`src/hdl/odo_dist.sv`:
```
`default_nettype none
// Squared Euclidean distance, one dimension per step through one multiplier.
module odo_dist #(
  parameter int COORD_WIDTH = 16,
  parameter int MAX_DIMS    = 4,
  parameter int DW          = 35
) (
  input  wire logic                                clk,
  input  wire logic                                rst,
  input  wire logic                                start,
  input  wire logic [$clog2(MAX_DIMS+1)-1:0]       dims,
  input  wire logic [MAX_DIMS*COORD_WIDTH-1:0]     a_row,
  input  wire logic [MAX_DIMS*COORD_WIDTH-1:0]     b_row,
  output logic                                     done,
  output logic [DW-1:0]                            dist_sq
);
  localparam int DCW = $clog2(MAX_DIMS+1);
  localparam int RW  = MAX_DIMS*COORD_WIDTH;

  logic                        busy, pv;
  logic [DCW-1:0]              d;
  logic [RW-1:0]               a_q, b_q;
  logic [DCW-1:0]              dims_q;
  logic [2*COORD_WIDTH-1:0]    prod;
  logic [DW-1:0]               acc;
  logic signed [COORD_WIDTH-1:0] ca, cb;
  logic signed [COORD_WIDTH:0]   diff;
  logic signed [2*COORD_WIDTH+1:0] sq;

  always_comb begin
    ca = '0;
    cb = '0;
    for (int i = 0; i < MAX_DIMS; i++) begin
      if (d == DCW'(i)) begin
        ca = a_q[i*COORD_WIDTH +: COORD_WIDTH];
        cb = b_q[i*COORD_WIDTH +: COORD_WIDTH];
      end
    end
    diff = (COORD_WIDTH+1)'(ca) - (COORD_WIDTH+1)'(cb);
    sq   = diff * diff;
  end

  always_ff @(posedge clk) begin
    if (rst) begin
      busy <= 1'b0;
      pv   <= 1'b0;
      done <= 1'b0;
      d    <= '0;
    end else begin
      done <= 1'b0;
      if (start) begin
        busy   <= 1'b1;
        pv     <= 1'b0;
        d      <= '0;
        acc    <= '0;
        a_q    <= a_row;
        b_q    <= b_row;
        dims_q <= dims;
      end else if (busy) begin
        pv <= (d < dims_q);
        if (d < dims_q) begin
          prod <= sq[2*COORD_WIDTH-1:0];
          d    <= d + 1'b1;
        end
        if (pv) acc <= acc + DW'(prod);
        if (d == dims_q && !pv) begin
          busy <= 1'b0;
          done <= 1'b1;
        end
      end
    end
  end

  assign dist_sq = acc;
endmodule
`default_nettype wire

```
`config.mk`:
```
export PLATFORM = sky130hd
export DESIGN_NAME = odo_dist
export DESIGN_NICKNAME = d
export VERILOG_FILES = /design/src/hdl/odo_dist.sv
export SDC_FILE = /design/constraint.sdc
export NUM_CORES = 1
export LEC_CHECK = 0
export BUFFER_PORTS_ARGS = -buffer_cell sky130_fd_sc_hd__buf_2
export CORE_AREA = 2 2 187 189
export CTS_CLUSTER_DIAMETER = 30
export DETAILED_ROUTE_END_ITERATION = 8
export DIE_AREA = 0 0 189 191
export PLACE_DENSITY = 0.83
export SLEW_MARGIN = 20
export SYNTH_ARGS = -nofsm -noshare
export SYNTH_HDL_FRONTEND = slang
export SYNTH_SLANG_ARGS = --single-unit
```
`constraint.sdc`:
```
create_clock -name clk -period 10.2 [get_ports clk]
set_clock_uncertainty 0.1 [all_clocks]
set_input_delay 3.06 -clock clk [delete_from_list [all_inputs] [get_ports clk]]
set_output_delay 3.06 -clock clk [all_outputs]
set_load 0.01 [all_outputs]
```
Word-level counts from Yosys, hierarchy flattened
Cells that the tools add are included.
{"block": "word_totals", "ff_bits": 204, "inputBits": 134, "elab_cells": 46}
{"block": "op_classes", "n_addsub": 3, "n_mul": 1, "magnitude_cmp": 1, "n_eq_ne": 4, "mux": 14, "bitwise": 3, "reduce_logical": 11}
{"op": "$mux 16", "n": 8}
{"op": "$mux 35", "n": 2}
{"op": "$add 35x32->35", "n": 1}
{"op": "$mul 17x17->32", "n": 1}
{"op": "$sub 16x16->17", "n": 1}
{"op": "$eq 3x2->1 const B", "n": 2}
{"op": "$mux 1", "n": 4}
{"op": "$reduce_and 2->1", "n": 2}
{"op": "$reduce_and 4->1", "n": 1}
{"op": "$reduce_bool 2->1", "n": 2}
{"op": "$add 3x1->3 const B", "n": 1}
{"op": "$eq 3x1->1 const B", "n": 1}
{"op": "$eq 3x3->1", "n": 1}
{"op": "$logic_not 3->1", "n": 1}
{"op": "$lt 3x3->1", "n": 1}
{"op": "$not 1->1", "n": 3}
{"op": "$reduce_and 3->1", "n": 1}
{"op": "$reduce_or 3->1", "n": 1}
{"op": "$reduce_or 2->1", "n": 1}
{"op": "$logic_and 1x1->1", "n": 1}
{"op": "$logic_not 1->1", "n": 1}

Depth between registers and ports, before layout
{"block": "depth", "ltp_word": 7, "depth_mapped": 43}

Worst setup path before layout
Ideal clock, no wire load.
{"block": "synth_timing", "path_type": "input port to flip-flop", "start": "input port start", "end": "register a_q[0], enable pin", "setup_ps": 641, "t_arrival_ps": 9378, "setup_slack_ps": 82, "cell_stages": 3, "n_path_buf": 2, "path_cell_list": "clkbuf_1 > clkbuf_1 > nor2b_1"}
{"block": "synth_between", "elab_chain_cells": 1}
{"element": "from (decl)", "line": "10", "source": "input wire logic start,"}
{"element": "$reduce_and 2->1 (no source line)"}
{"element": "to (signal assigned)", "line": "56", "source": "a_q <= a_row;"}
{"element": "to (decl)", "line": "22", "source": "logic [RW-1:0] a_q, b_q;"}
No other way between the ends.
A chain may end at the register's enable or synchronous reset.

Worst setup path after layout
{"block": "layout_timing", "start": "register d[1]", "end": "register prod[26] (data pin)"}
{"block": "layout_between", "elab_chain_cells": 7, "elab_cells_between_ends": 14, "cone_classes": "add/sub: 1; mul: 1; eq/ne: 3; mux: 8; reduce/logical: 1"}
{"element": "from (decl)", "line": "21", "source": "logic [DCW-1:0] d;"}
{"element": "from (signal assigned)", "line": "63", "source": "d <= d + 1'b1;"}
{"element": "$logic_not 3->1", "line": "34", "source": "if (d == DCW'(i)) begin"}
{"element": "$mux 16 (4 in a row)", "line": "34"}
{"element": "$sub 16x16->17 *", "line": "39", "source": "diff = (COORD_WIDTH+1)'(ca) - (COORD_WIDTH+1)'(cb);"}
{"element": "$mul 17x17->32 *", "line": "40", "source": "sq = diff * diff;"}
{"element": "named net sq[26]", "line": "28", "source": "logic signed [2*COORD_WIDTH+1:0] sq;"}
{"element": "to (signal assigned)", "line": "62", "source": "prod <= sq[2*COORD_WIDTH-1:0];"}
{"element": "to (decl)", "line": "24", "source": "logic [2*COORD_WIDTH-1:0] prod;"}
The timed path passes the listed nets; every way through them passes the cells marked *.

==> parameters.txt <==
Parameter                              Value

Worst setup path
  Most used cell along the critical path    sky130_fd_sc_hd__fa_1
  Capturing element type of the critical path    flop
  Timing startpoint of the critical path    d[1]$_SDFFE_PP0P_
  Data arrival time of the worst path    9.97 ns
  Startpoint of the worst register-to-register path    d[1]$_SDFFE_PP0P_
  Highest cell delay on the worst timing path    0.52 ns
  Cell with the largest stage delay on the worst path    sky130_fd_sc_hd__fa_1
  Critical R2R Capture    prod[26]$_DFFE_PP_
  Endpoint required time on the critical path    10.38 ns
  Worst Reg-to-Reg Cells    36
  CP Launch Type    flop
  Internal reg-to-reg setup slack    0.42 ns
  Category of the most critical setup path    reg2reg
  Max FO, Critical Path    18

Global route
  Via count of the first global-routing pass    14700
  Total routing usage reported by global routing    24.6%
  Largest net degree at the start of global routing    76
  Initial antenna violation count    1
  Overall overflow remaining after global route    0
  Wire length of the first global-routing pass    70100 um

Die
  Number of cell rows    68
  Boundary pin count    170
  Area of the placeable core    34100 um2
  Area of the die    36100 um2
  Die X-Extent    189 um
  Overall die height    191 um
  Starting Density    55.2%

Synth
  Number of synthesized flops with an enable pin    197
  Syn Nets    2295
  Count of yosys warnings during synthesis    0
  Mapped Cells    1770
  Top_reg_cell synth    sky130_fd_sc_hd__edfxtp_1
  Number of different library cells in the post-synthesis netlist    79
  Synthesized flop and latch total    203
  Synth cell count leaders    sky130_fd_sc_hd__inv_1, sky130_fd_sc_hd__fa_1, sky130_fd_sc_hd__edfxtp_1, sky130_fd_sc_hd__nand2_1, sky130_fd_sc_hd__ha_1
  Most common cell in the synthesized netlist    sky130_fd_sc_hd__inv_1
  Mean area per synthesized cell    10.6 um2
  Most area-consuming cells after synthesis    sky130_fd_sc_hd__edfxtp_1, sky130_fd_sc_hd__fa_1, sky130_fd_sc_hd__ha_1, sky130_fd_sc_hd__inv_1, sky130_fd_sc_hd__nand2_1
  Library cell occupying the most area in the post-synthesis netlist    sky130_fd_sc_hd__edfxtp_1
  Sequential share of the synthesized area    32.1%
  Asr flop ratio synth    0%
  Cell area after technology mapping    18800 um2
  Area fraction of the dominant cell type after synthesis    31.4%

Drt
  Iter 0 DRT Violations    942
  Post-DR wirelength/cell    17.3 um
  Number of routed nets with antenna violations    0
  Total length of routed met3 wires    2790 um
  Number of design rule violations left after detail routing    0
  Highest layer used for signal routing    met4
  Routed vias/inst    5.49
  Total routed wire length on the met1 layer    16400 um
  Met2 Routed Length    21500 um
  Total iterations of the first detailed-routing run    5
  Total number of vias    13400
  Wire length reported by the detailed router    42500 um

Timing
  Minimum clock period after layout    9.78 ns
  Slew Viols, Final    0
  FMAX    102 MHz
  Setup repair after global routing missed its margin    false
  Setup_tns    0 ns
  Period utilisation layout    95.9%
  Finish-stage setup viols    0
  Slew Limit Headroom    30.3%
  Number of hold violations in the final report    0
  Transition time at the pin with the least slew margin    1.04 ns

Clock tree
  Insertion delay to the later sink of the worst-skew pair    0.57 ns
  Clock tree from TritonCTS    built
  Clock Sink Count    203
  CTS H-tree depth    2
  Count of hold buffers inserted by post-cts repair    0
  Clock Pin Slew Worst Setup and Hold Paths    0.05 ns
  TritonCTS buffer count    42
  Maximum clock path buffer count    3
  CTS root buffer    sky130_fd_sc_hd__clkbuf_16

Place
  Count of buffers from port buffering    169
  Placed wire-length estimate    33100 um
  RD Place Congestion    0.967

Final layout
  Fill count    2519
  Area used by multi-input combinational logic    11300 um2
  Count of nets after finishing    2490
  Ratio of cells with drive above 1 in the final layout    15.5%
  Final core area utilization    63.5%
  Synth-to-Final Area Change    15.2%
  Seq. cell area    6040 um2

Worst hold path
  Startpoint of the most critical hold path    pv$_SDFFE_PP0P_
  WHS Path Cells    2
  End point of the worst hold path    pv$_SDFFE_PP0P_
  Worst min-delay path class    reg2reg

Run status
  Status    finished, final reports clean

Job
  Max cap viols    0
## what timing repair did
| item | in CTS | in global routing |
|---|---|---|
| buffers inserted | 0 | 3 |
| setup endpoints to repair | 0 | 8 |
| gates resized for setup | 0 | 3 |
## routing by layer
layer	track usage (%)	vias to the layer above
met3	4.57	123
met5	0	-
met4	11.3	0
met2	44.1	528
met1	28.8	6628
li1	-	6168
## state kept, by name, indices dropped and copies added, names as in the netlist
register	cells
a_q	64
b_q	64
dist_sq	35
prod	31
d	3
dims_q	3
busy	1
done	1
pv	1
## critical path: cells and delay by family, from the launching register on
family | cells | cell delay (ns)
adders and majority gates | 9 | 3.99
AOI/OAI and AO/OA | 13 | 2.52
and+or+nand+nor | 5 | 1.08
buffers and inverters | 7 | 1.02
DFF | 1 | 0.40
muxes | 1 | 0.21
xor gates and xnor gates | 1 | 0.12
## through the flow
step | setup slack [ns] | hold WS [ns] | cells | area, um2
6_report | 0.417 | 0.385 | 2451 | 21700
3_3_place_gp | 0.742 | 0.362 | 2373 | 20300
2_1_floorplan | 0.0816 | 0.344 | 1770 | 18800
3_5_place_dp | 0.431 | 0.370 | 2373 | 20300
4_1_cts | 0.323 | 0.380 | 2447 | 21600
5_1_grt | 0.0309 | 0.413 | 2451 | 21700
## cells in the final DEF (no fill, tap or decap), drive strengths merged, types with 44 or more instances in the layout
cell	instances
nor2	133
clkbuf	44
inv	361
nand2	148
fa	256
edfxtp	197
buf	204
ha	135
a21oi	82
o21ai	71
xnor2	51
## cells by family after synthesis
logic type,after synthesis,share of synthesized area [%]
compound gates,294,10.2
xor+xnor,81,3.81
fa+ha+maj,391,36.2
buf+inv,410,8.32
flops,203,32.1
mux,5,0.279
simple gates,386,9.08
## cell type report
cell class / count / share of cell area [%]
multi-input combinational: 1157 / 52.0
inverter: 357 / 6.20
clock buffer: 44 / 4.88
sequential: 203 / 27.9
timing repair buffer: 204 / 5.12
clock inverter: 30 / 1.34
tap: 455 / 2.63
antenna: 1 / 0.0115
## worst max-delay path by stage
stage / endpoint / cells past startpoint
3_5_place_dp: prod[26]$_DFFE_PP_ / 39
5_1_grt: prod[31]$_DFFE_PP_ / 37
6_report: prod[26]$_DFFE_PP_ / 36
2_1_floorplan: a_q[0]$_DFFE_PP_ / 3
3_3_place_gp: prod[31]$_DFFE_PP_ / 37
4_1_cts: prod[26]$_DFFE_PP_ / 39
Power is not shown: default switching activity piles up to over one toggle a cycle in this logic, so the estimate is an artifact.
